$ cat src/hw/rtl/rtce_pkg.sv
// Shared types and constants for the tag count estimator.
package rtce_pkg;

  localparam int unsigned CntW    = 11;
  localparam int unsigned GammaW  = 19;
  localparam int unsigned XW      = 20;
  localparam int unsigned ExpW    = 45;
  localparam int unsigned TermW   = 56;
  localparam int unsigned TermHalfW = 28;
  localparam int unsigned NumW    = 64;
  localparam int unsigned SizeW   = 13;
  localparam int unsigned PassW   = 6;
  localparam int unsigned ThrW    = 16;
  localparam int unsigned TermIdxW = 7;

  localparam logic [GammaW-1:0] GammaStart = 19'h20000;
  localparam logic [GammaW-1:0] GammaMax   = 19'h7FFFF;
  localparam logic [XW-1:0]     XMax       = 20'h80000;
  localparam logic [ExpW-1:0]   One44      = 45'h1_0000_0000_000 >> 0;
  localparam logic [TermIdxW-1:0] ExpTerms = 7'd80;

  localparam logic CfgThreshold = 1'b0;
  localparam logic CfgLimit     = 1'b1;

  // Datapath operations requested by the controller.
  typedef enum logic [3:0] {
    OP_NONE,
    OP_LOAD,
    OP_XDIV_START,
    OP_EXP_START,
    OP_TDIV_START,
    OP_EXP_STEP,
    OP_EXP_END,
    OP_FRAC_START,
    OP_FINISH,
    OP_SIZE
  } op_e;

  typedef struct packed {
    op_e op;
  } cmd_t;

  typedef struct packed {
    logic div_done;
    logic tdiv_done;
    logic exp_last;
    logic zero_col;
    logic conv;
  } stat_t;

endpackage

$ cat src/hw/rtl/rtce_ctrl.sv
// Controller: sequences the refinement passes and the final size.
module rtce_ctrl (
  input  logic                       clk_i,
  input  logic                       rst_ni,
  input  logic                       start_i,
  input  logic [rtce_pkg::PassW-1:0] limit_i,
  input  rtce_pkg::stat_t            stat_i,
  output rtce_pkg::cmd_t             cmd_o,
  output logic                       busy_o,
  output logic                       done_o,
  output logic                       conv_o,
  output logic [rtce_pkg::PassW-1:0] passes_o,
  output logic                       sel_size_o
);
  import rtce_pkg::*;

  localparam logic [3:0] SIdle   = 4'd0;
  localparam logic [3:0] SCheck  = 4'd1;
  localparam logic [3:0] SXWait  = 4'd2;
  localparam logic [3:0] SExp    = 4'd3;
  localparam logic [3:0] SExpEnd = 4'd4;
  localparam logic [3:0] SFrac   = 4'd5;
  localparam logic [3:0] SGWait  = 4'd6;
  localparam logic [3:0] SDecide = 4'd7;
  localparam logic [3:0] SSize   = 4'd8;
  localparam logic [3:0] SOut    = 4'd9;
  localparam logic [3:0] SXStart = 4'd10;
  localparam logic [3:0] STWait  = 4'd11;

  logic [3:0]       state_q, state_d;
  logic [PassW-1:0] pass_q, pass_d, lim;
  logic             zero_q, zero_d, done_q, done_d;

  assign lim = (limit_i == '0) ? PassW'(1) : limit_i;

  always_comb begin
    state_d   = state_q;
    pass_d    = pass_q;
    zero_d    = zero_q;
    done_d    = 1'b0;
    cmd_o.op  = OP_NONE;
    case (state_q)
      SIdle: if (start_i) begin
        cmd_o.op = OP_LOAD;
        pass_d   = '0;
        state_d  = SCheck;
      end
      SCheck: begin
        if (stat_i.zero_col) begin
          zero_d  = 1'b1;
          state_d = SOut;
        end else begin
          zero_d  = 1'b0;
          state_d = SXStart;
        end
      end
      SXStart: begin
        cmd_o.op = OP_XDIV_START;
        pass_d   = pass_q + 1'b1;
        state_d  = SXWait;
      end
      SXWait: if (stat_i.div_done) begin
        cmd_o.op = OP_EXP_START;
        state_d  = SExp;
      end
      SExp: begin
        cmd_o.op = OP_TDIV_START;
        state_d  = STWait;
      end
      // The series ends at the first zero term or after the last allowed term.
      STWait: if (stat_i.tdiv_done) begin
        cmd_o.op = OP_EXP_STEP;
        state_d  = stat_i.exp_last ? SExpEnd : SExp;
      end
      SExpEnd: begin
        cmd_o.op = OP_EXP_END;
        state_d  = SFrac;
      end
      SFrac: begin
        cmd_o.op = OP_FRAC_START;
        state_d  = SGWait;
      end
      SGWait: begin
        if (stat_i.div_done) state_d = SDecide;
      end
      SDecide: begin
        cmd_o.op = OP_FINISH;
        state_d  = SSize;
      end
      SSize: begin
        if (stat_i.conv || pass_q >= lim) begin
          cmd_o.op = OP_SIZE;
          state_d  = SOut;
        end else begin
          state_d = SXStart;
        end
      end
      SOut: begin
        done_d  = 1'b1;
        state_d = SIdle;
      end
      default: state_d = SIdle;
    endcase
  end

  always_ff @(posedge clk_i or negedge rst_ni) begin
    if (!rst_ni) begin
      state_q <= SIdle;
      pass_q  <= '0;
      zero_q  <= 1'b0;
      done_q  <= 1'b0;
    end else begin
      state_q <= state_d;
      pass_q  <= pass_d;
      zero_q  <= zero_d;
      done_q  <= done_d;
    end
  end

  assign busy_o     = (state_q != SIdle);
  assign done_o     = done_q;
  assign conv_o     = zero_q | stat_i.conv;
  assign passes_o   = zero_q ? '0 : pass_q;
  assign sel_size_o = ~zero_q;
endmodule

$ cat config.mk
export PLATFORM = sky130hd
export DESIGN_NAME = rtce_ctrl
export DESIGN_NICKNAME = d
export VERILOG_FILES = /design/src/hw/rtl/rtce_pkg.sv /design/src/hw/rtl/rtce_ctrl.sv
export SDC_FILE = /design/constraint.sdc
export NUM_CORES = 1
export LEC_CHECK = 0
export BUFFER_PORTS_ARGS = -buffer_cell sky130_fd_sc_hd__buf_4
export CORE_ASPECT_RATIO = 1.1
export CORE_MARGIN = 4
export CORE_UTILIZATION = 55
export CTS_CLUSTER_SIZE = 16
export DETAILED_ROUTE_END_ITERATION = 12
export PLACE_DENSITY = 0.84
export SKIP_LAST_GASP = 1
export SYNTH_ARGS = -nofsm -noshare
export SYNTH_HDL_FRONTEND = slang
export SYNTH_SLANG_ARGS = --single-unit
$ cat constraint.sdc
create_clock -name clk_i -period 2.5 [get_ports clk_i]
set_input_delay 0.125 -clock clk_i [delete_from_list [all_inputs] [get_ports clk_i]]
set_output_delay 0.125 -clock clk_i [all_outputs]
set_load 0.005 [all_outputs]
# Word level (Yosys, flattened, before mapping)
# Index checks and enable logic that the tools add are counted.
# op_classes
n_addsub	1
n_lt_le_gt_ge	1
eq_ne	15
n_mux	19
bitwise_logic	2
reduce_logical	7
# op_table
op	n
$pmux W4 S11	1
$pmux W4 S9	1
$mux W4	5
$mux W6	3
$eq A4 B3 Y1 const B	4
$eq A4 B4 Y1 const B	4
$pmux W6 S2	1
$eq A4 B2 Y1 const B	2
$ne A2 B2 Y1 const B	4
$add A6 B1 Y6 const B	1
$ge A6 B6 Y1	1
$logic_not A6 Y1	1
$mux W2	3
$mux W3	2
$eq A4 B1 Y1 const B	1
$logic_not A4 Y1	1
$reduce_and A4 Y1	1
$reduce_bool A4 Y1	1
$mux W1	3
$reduce_and A2 Y1	1
$reduce_bool A2 Y1	1
$logic_or A1 B1 Y1	1
$not A1 Y1	1
$or A1 B1 Y1	1
# totals
register_bits	12
in_bits	14
output_inout_bits	14
wordCells	49

# Longest topological paths before layout
# Gate-level depths: netlist of run 1.
# logic_depth
depth_word	6
mapped_depth	7

# Worst setup path after synthesis of run 1
# Ideal clock, no wire load.
# synth_path
path_type	flip-flop to output port
startpoint	register pass_q[5]
endpoint	output cmd_o[0] in the netlist's numbering
arrival_time_ns	1.402
required_ns	2.375
path_slack_ns	0.973
stages_incl_launch_ff	6
n_path_buf	0
path_cell_list	dfrtp_1 > ha_1 > a211oi_1 > o21ai_0 > o21ai_0 > o221ai_1
# synth_lines
item	line_no	text
start: declaration	rtce_ctrl.sv:31	logic [PassW-1:0] pass_q, pass_d, lim;
start signal: assignment	rtce_ctrl.sv:114	pass_q <= pass_d;
end: declaration	rtce_ctrl.sv:8	output rtce_pkg::cmd_t cmd_o,

==> results.cfg, run 1 <==
[status]
status = complete, no violations

[synthesis]
syn_area_um2 = 993.5
synth-seq-area-share_pct = 30.23
ys_ff_latch = 12
avgSynthCellArea_um2 = 7.885
synth_fp_nets = 147
synthCells = 126
async_flop_share_pct = 100.0
yosysWarnings = 0
synth_edf_count = 0
synthFlopType = dfrtp_1
ys_types = 38

[global_routing]
overflow = 0
grt_pass1_wl_um = 4064
grt_max_degree = 17
antenna_found_initial = 0
track_usage_pct = 20.18
first_global_vias = 904

[worst_setup_path]
critPathLaunchType = flip-flop
critPathKind = reg2out
reg2reg_depth = 5
rr_endpoint = state_q[0]
r2r_setup_slack_ns = 0.68
crit_fanout = 4
rr_startpoint = pass_q[5]
worst_setup_path_end_kind = output pin
crit_required_ns = 2.38
arrival_ns = 2.15

[finish]
drive_above_1_share_pct = 24.03
num_antenna_cells = 0
fin_nets = 176
mostFrequentLayoutCells = 27 x buf_4, 13 x nand2_1, 12 x dfrtp_1, 11 x inv_1
mostFrequentLayoutCell = buf_4
area_growth_pct = 24.69
final_area_mm2 = 0.001239

[floorplanning]
core_mm2 = 0.001633
rows = 15
die_h_um = 52.58
die_x_um = 48.52
dieArea_mm2 = 0.002551
num_io_pins = 28
floorplan.initialDensity_pct = 60.84

[placement]
numPortBuffers = 27
hpwl_um = 1782
place_area_mm2 = 0.001192
place.gp.congestion = 0.8954

[hold_path]
holdCritStartpoint = stat_i[1]
whs_endpoint = zero_q
min_path_cells = 3
hp-class = in2reg

[route]
drcViolationCount = 0
detail_route.wirelength_um = 2333
antenna_left = 0
vias = 1006
avgRoutedWirePerCell_um = 13.64
drt_pass1_iterations = 4
via_per_inst = 5.883
drt_iter0_drc = 18

[clock_network]
cts_setup_buffers = 0
cts_tree = done
clkLatencyLatePin_ns = 0.28
htree_levels = 1
cts_resized = 0
hold_buffers = 1
root_buffer = clkbuf_4
cts.sinks = 12
cts_inserted_buffers = 3
clockBufferDepth = 2
clk_pin_slew_ns = 0.08

[sta]
whs_ns = 0.07584
period_minus_slack_ns = 2.275
fmax_ghz = 0.4396
final-hold-violation-count = 0
rsz0062_at_grt = false
finalCritPeriodShare_pct = 91.00
worstMarginPinSlew_ns = 0.5420
maxSlewViolCount = 0
skew_ns = 0.001222
setup_viol = 0
worst_slew_margin_rel_pct = 63.87
fin_tns_setup_ns = 0

[job]
maxCapViolCount = 0

[pwr]
power_mw = 1.107
leakage_nw = 0.6378
power.density_mw_per_mm2 = 893.6
vdd_drop_max_uv = 587.1
## worst max-delay path: stages (launching register included)
cell	delay (ns)
dfrtp_1	0.41
ha_1	0.32
a211oi_1	0.25
o21ai_0	0.16
o21ai_0	0.37
o221ai_1	0.20
buf_4	0.17
## cell families after synthesis
kind of cell	after synthesis	synth area share [%]
adder cells (fa/ha/maj)	7	8.816
AND/OR/NAND/NOR	53	27.96
flip-flops	12	30.23
AO/OA/AOI/OAI	36	23.43
XOR/XNOR	1	0.8818
buffers and inverters	15	6.675
multiplexers	2	2.015
## power by group
group | internal [mW] | switching [mW] | leakage (nW) | total [mW]
registers | 0.255 | 0.150 | 0.159 | 0.405
clock network | 0.0886 | 0.0673 | 0.0210 | 0.156
logic | 0.279 | 0.267 | 0.458 | 0.546
## cell usage after synthesis (3+ instances only)
cell type	instances	share of area (%)
inv_1	11	4.2
a21o_1	3	2.3
ha_1	7	8.8
o21ai_0	10	5.0
nor2_1	10	3.8
nand2b_1	3	1.9
nor3_1	6	3.0
nand3_1	5	2.5
dfrtp_1	12	30
nand2_1	13	4.9
a21oi_1	6	3.0
nor2b_1	7	4.4
## registers in the layout, indices dropped and copies added, names as in the netlist
register	cells
done_o	1
pass_q	6
state_q	4
zero_q	1
## how the worst max path moves through the flow
| stage | depth (start not counted) | end | slack [ns] | startpoint |
|---|---|---|---|---|
| 2_1_floorplan | 5 | cmd_o[0] | 0.97 | pass_q[5] |
| 3_3_place_gp | 9 | cmd_o[0] | 0.63 | limit_i[3] |
| 3_5_place_dp | 6 | cmd_o[0] | 0.56 | pass_q[5] |
| 4_1_cts | 6 | cmd_o[0] | 0.24 | pass_q[5] |
| 5_1_grt | 6 | cmd_o[0] | 0.004 | pass_q[5] |
| 6_report | 6 | cmd_o[0] | 0.23 | pass_q[5] |
## final cells by class
| type | instances | area [µm²] |
|---|---|---|
| clock buffers | 4 | 36.28 |
| well taps | 17 | 21.27 |
| inverters | 11 | 41.29 |
| flip-flops and latches | 12 | 300.3 |
| fillers | 133 | 394.1 |
| repair buffers | 28 | 212.7 |
| multi-input cells | 99 | 626.9 |
## layer usage
layer	share of wire (%)	routed length, µm	vias up	track usage, %
met2	49	1153	44	34.35
met1	42	980	454	25.18
met5	0	0	-	0
li1	-	-	506	-
met4	0.56	13	0	4.036
met3	7.9	185	2	6.268
## stage by stage
stage	setup slack, ns	cells	util (%)
after floorplan	0.9727	126	-
after global placement	0.6261	166	73.03
after detailed placement	0.5564	166	73.03
after CTS	0.2357	171	75.86
after global routing	0.003966	171	75.86
final	0.2251	171	75.86
Note: power is estimated with default switching activity, not from simulation.
==> run 2: changes to the inputs <==
Settings changed: BUFFER_PORTS_ARGS -buffer_cell sky130_fd_sc_hd__buf_4 to -buffer_cell sky130_fd_sc_hd__buf_2.
==> run 2 against run 1 <==
Compared with the run above: clock power is 25% lower; critical endpoint unchanged; worst hold slack better by 0.035 ns; sequential power hardly changed; largest cell class unchanged; sequential share of layout area is 1.7 points higher; via count stayed put; routed wire length is 0.13% lower; final cell count is 0.58% lower; fmax is 3.3% higher; die area stayed put; clock-buffer cell count is 1 lower.
==> results.cfg, run 2 (synthesized netlist as in run 1, its figures left out) <==
[status]
status = complete, no violations

[finish]
regMostFlops = pass_q
multi_input_area_um2 = 626.9
largest_reg_flops = 6
mostFrequentLayoutCells = 27 x buf_2, 13 x nand2_1, 12 x dfrtp_1, 11 x inv_1
reg_top3 = pass_q: 6 flops, state_q: 4 flops
num_antenna_cells = 0
mostFrequentLayoutCell = buf_2
area_growth_pct = 16.50
fin_nets = 176
drive_above_1_share_pct = 23.53
final.fill_count = 150
register_area_um2 = 300.3

[clock_network]
cts_setup_buffers = 0
root_buffer = clkbuf_4
clk_pin_slew_ns = 0.07
htree_levels = 1
clkLatencyLatePin_ns = 0.27
cts_inserted_buffers = 3
cts.sinks = 12
clockBufferDepth = 2
cts_tree = done

[route]
vias = 1006
drt_iter0_drc = 20
drcViolationCount = 0
detail_route.wirelength_um = 2330
antenna_left = 0
drt_pass1_iterations = 4
via_per_inst = 5.918
avgRoutedWirePerCell_um = 13.71

[placement]
pre_cts_ws_ns = 0.5967
hpwl_um = 1821
place.gp.congestion = 0.8750
numPortBuffers = 27

[global_routing]
overflow = 0
grt_max_degree = 17
first_global_vias = 936
antenna_found_initial = 0
grt_pass1_wl_um = 4195
track_usage_pct = 20.79

[floorplanning]
num_io_pins = 28
core_mm2 = 0.001633
die_x_um = 48.52
rows = 15
die_h_um = 52.58
floorplan.initialDensity_pct = 60.84
dieArea_mm2 = 0.002551

[sta]
maxSlewViolCount = 0
finalCritPeriodShare_pct = 88.08
whs_ns = 0.1110
period_minus_slack_ns = 2.202
skew_ns = 0.002740
fin_ws_ns = 0.2981
fmax_ghz = 0.4542
worstMarginPinSlew_ns = 0.5429
setup_viol = 0
fin_tns_setup_ns = 0
worst_slew_margin_rel_pct = 63.81
rsz0062_at_grt = false
final-hold-violation-count = 0

[worst_setup_path]
crit_fanout = 4
worst_setup_path_end_kind = output pin
arrival_ns = 2.08
critPathLaunchType = flip-flop
crit_required_ns = 2.38
critPathKind = reg2out

[pwr]
leakage_nw = 0.6154
power.density_mw_per_mm2 = 890.1
vdd_drop_max_uv = 671.9

[hold_path]
hp-class = in2reg

[job]
maxCapViolCount = 0
==> run 2: final timing paths <==
path / end / cells after the start / startpoint / slack [ns]
max: cmd_o[0] / 6 / pass_q[5] / 0.30
min: zero_q / 3 / stat_i[1] / 0.11
max reg2reg: state_q[0] / 5 / pass_q[5] / 0.73
min reg2reg: pass_q[5] / 1 / pass_q[5] / 0.51
max in group asynchronous: state_q[0] / 2 / rst_ni / 2.03
min in group asynchronous: pass_q[4] / 2 / rst_ni / 0.26
==> run 2: stage by stage <==
stage | instances | utilization (%) | power, mW | instance area (µm²)
floorplan | 126 | - | 0.7558 | 993.5
global placement | 166 | 68.89 | 0.8961 | 1125
detailed placement | 166 | 68.89 | 0.9140 | 1125
CTS | 170 | 70.88 | 1.030 | 1157
global route | 170 | 70.88 | 1.127 | 1157
finish | 170 | 70.88 | 1.030 | 1157
==> run 2: layer usage <==
layer | GRT usage (%) | wire (µm)
met1 | 25.71 | 1001
met2 | 35.65 | 1134
met3 | 5.698 | 179
met4 | 5.381 | 14
met5 | 0 | 0
==> run 2: critical path, cell delays in order, from the launching register on <==
cell and delay, ns:
dfrtp_1 0.40, ha_1 0.31, a211oi_1 0.24, o21ai_0 0.16
o21ai_0 0.35, o221ai_1 0.18, buf_2 0.16
==> run 2: area by class of cell <==
type                            instances  share of cell area [%]
Clock buffer                            3                   1.946
Multi-Input combinational cell         99                   54.16
Timing Repair Buffer                   28                   12.54
Sequential cell                        12                   25.95
Inverter                               11                   3.568
Tap cell                               17                   1.838
==> run 2: what timing repair did <==
item,in CTS,in global routing
resized for setup,0,0
hold endpoints to repair,12,0
hold buffers,1,0
==> run 2: power by group <==
group,leakage [nW],internal [mW],switching (mW)
combinational,0.442,0.237,0.272
clock,0.0138,0.0558,0.0613
sequential,0.159,0.255,0.149
==> run 3: changes to the inputs <==
==> constraint.sdc (replaced) <==
create_clock -name clk_i -period 2.5 [get_ports clk_i]
set_input_delay 0.5 -clock clk_i [delete_from_list [all_inputs] [get_ports clk_i]]
set_output_delay 0.5 -clock clk_i [all_outputs]
set_load 0.005 [all_outputs]
==> run 3 against run 2 <==
Compared with the run above: register-to-register slack gained 0.06 ns; highest routed layer is now met3; final area grew 4.3%; worst hold slack lost 0.024 ns; combinational power grew 17%; critical endpoint unchanged; non-clock buffer count grew 5; power grew 5.2%; routed wire length grew 9.6%; clock-buffer cell count is the same; clock skew grew 0.0051 ns; critical path depth grew 4; core utilization grew 3.1 points; sequential share of layout area shrank 1.1 points.
==> results.cfg, run 3 (synthesized netlist as in run 1, its figures left out) <==
[floorplanning]
num_io_pins = 28
die_x_um = 48.52
rows = 15
core_mm2 = 0.001633
floorplan.initialDensity_pct = 60.84
die_h_um = 52.58
dieArea_mm2 = 0.002551

[worst_setup_path]
crit_required_ns = 2.00
path_cells = buf_2 -> nor3_2 -> a31o_2 -> ha_1 -> nor3b_2 -> nor3_2 -> o21ai_1 -> buf_4 -> o221ai_1 -> buf_2
slowest_stage = ha_1
critPathKind = in2out
worst_setup_path_end_kind = output pin
arrival_ns = 1.92
critPathLaunchType = input port
crit_fanout = 3
cpLargestDelayFamily = simple AND/OR/NAND/NOR gates
cp_num_buf_inv = 3
max_stage_delay_ns = 0.23

[finish]
fin_nets = 181
regMostFlops = pass_q
register_area_um2 = 300.3
largest_reg_flops = 6
multi_input_area_um2 = 641.9
mostFrequentLayoutCells = 27 x buf_2, 13 x nand2_1, 12 x dfrtp_1, 11 x inv_1, 10 x nor2_1
num_antenna_cells = 0
drive_above_1_share_pct = 28.48
area_growth_pct = 21.54
reg_top3 = pass_q: 6 flops, state_q: 4 flops
final.fill_count = 133
mostFrequentLayoutCell = buf_2

[global_routing]
grt_pass1_wl_um = 4236
track_usage_pct = 21.00
antenna_found_initial = 0
overflow = 0
grt_max_degree = 17
first_global_vias = 943

[pwr]
power_frac_comb_pct = 55.0
clockPowerShare_pct = 10.7
switchingPower_uw = 503.6
vdd_drop_max_uv = 668.8
pwr-share-seq_pct = 34.3
power.density_mw_per_mm2 = 897.8
leakage_nw = 0.6456
p_int_uw = 580.4
power_mw = 1.084
switching_share_pct = 46.46

[sta]
maxSlewViolCount = 0
fmax_ghz = 0.4127
fin_ws_ns = 0.07667
final-hold-violation-count = 0
skew_ns = 0.007802
rsz0062_at_grt = false
period_minus_slack_ns = 2.423
finalCritPeriodShare_pct = 96.93
worstMarginPinSlew_ns = 0.5684
fin_tns_setup_ns = 0
setup_viol = 0
whs_ns = 0.08750
worst_slew_margin_rel_pct = 62.11

[route]
vias = 1015
met1_length_um = 1057
drcViolationCount = 0
via_per_inst = 5.800
detail_route.wirelength_um = 2554
drt_iter0_drc = 19
wl_met2_um = 1318
met3_length_um = 178
antenna_left = 0
top_layer = met3
avgRoutedWirePerCell_um = 14.59
drt_pass1_iterations = 6

[clock_network]
root_buffer = clkbuf_4
cts.sinks = 12
cts_inserted_buffers = 3
htree_levels = 1
hold_buffers = 0
clk_pin_slew_ns = 0.07
clkLatencyLatePin_ns = 0.27
clockBufferDepth = 2
cts_tree = done

[placement]
place.gp.congestion = 0.8733
pre_cts_ws_ns = -0.009696
hpwl_um = 1976
numPortBuffers = 27

[hold_path]
hp-class = in2async

[job]
maxCapViolCount = 0

[status]
status = complete, no violations
## run 3: power by group through the flow
stage,clock [mW],combinational [mW],sequential [mW]
detailed placement,0,0.579,0.371
finish,0.116,0.596,0.372
global route,0.132,0.670,0.381
floorplan,0,0.429,0.327
CTS,0.117,0.581,0.368
global placement,0,0.559,0.365
## run 3: path summary, 6_finish.rpt
check / startpoint / to / slack [ns] / cells after the start
max: limit_i[3] / cmd_o[0] / 0.08 / 10
min: rst_ni / pass_q[3] / 0.09 / 1
max reg2reg: pass_q[5] / state_q[1] / 0.79 / 6
min reg2reg: pass_q[4] / pass_q[4] / 0.54 / 1
max in group asynchronous: rst_ni / state_q[0] / 2.19 / 1
min in group clk_i: stat_i[1] / zero_q / 0.48 / 3
## run 3: per-layer routing
| layer | vias up | track usage [%] |
|---|---|---|
| met1 | 471 | 24.34 |
| met5 | - | 0 |
| met2 | 32 | 38.70 |
| li1 | 512 | - |
| met4 | 0 | 4.036 |
| met3 | 0 | 5.698 |
## run 3: worst reg2reg max path, stage by stage, from the launching register on
cell and delay [ns]:
dfrtp_1 0.39, ha_1 0.31, a211oi_1 0.25, o21ai_1 0.14, buf_4 0.15, a2bb2oi_1 0.13
o31ai_1 0.24
## run 3: metrics by stage
step / util, % / area, µm² / cells
floorplan: - / 993.5 / 126
global placement: 70.73 / 1155 / 170
detailed placement: 70.73 / 1155 / 170
CTS: 72.41 / 1182 / 173
global route: 73.95 / 1207 / 175
finish: 73.95 / 1207 / 175
## run 3: area by class of cell
class / count / share of cell area (%)
repair buffers: 33 / 14.92
well taps: 17 / 1.762
inverters: 11 / 3.420
clock buffers: 3 / 1.865
multi-input cells: 99 / 53.16
flip-flops and latches: 12 / 24.87
## run 3: what timing repair did
item                                   4_1_cts  5_1_grt
setup endpoints to repair                    1        2
buffers inserted                             0        2
gates resized for setup                      1        4
endpoints found under the hold margin        0        0
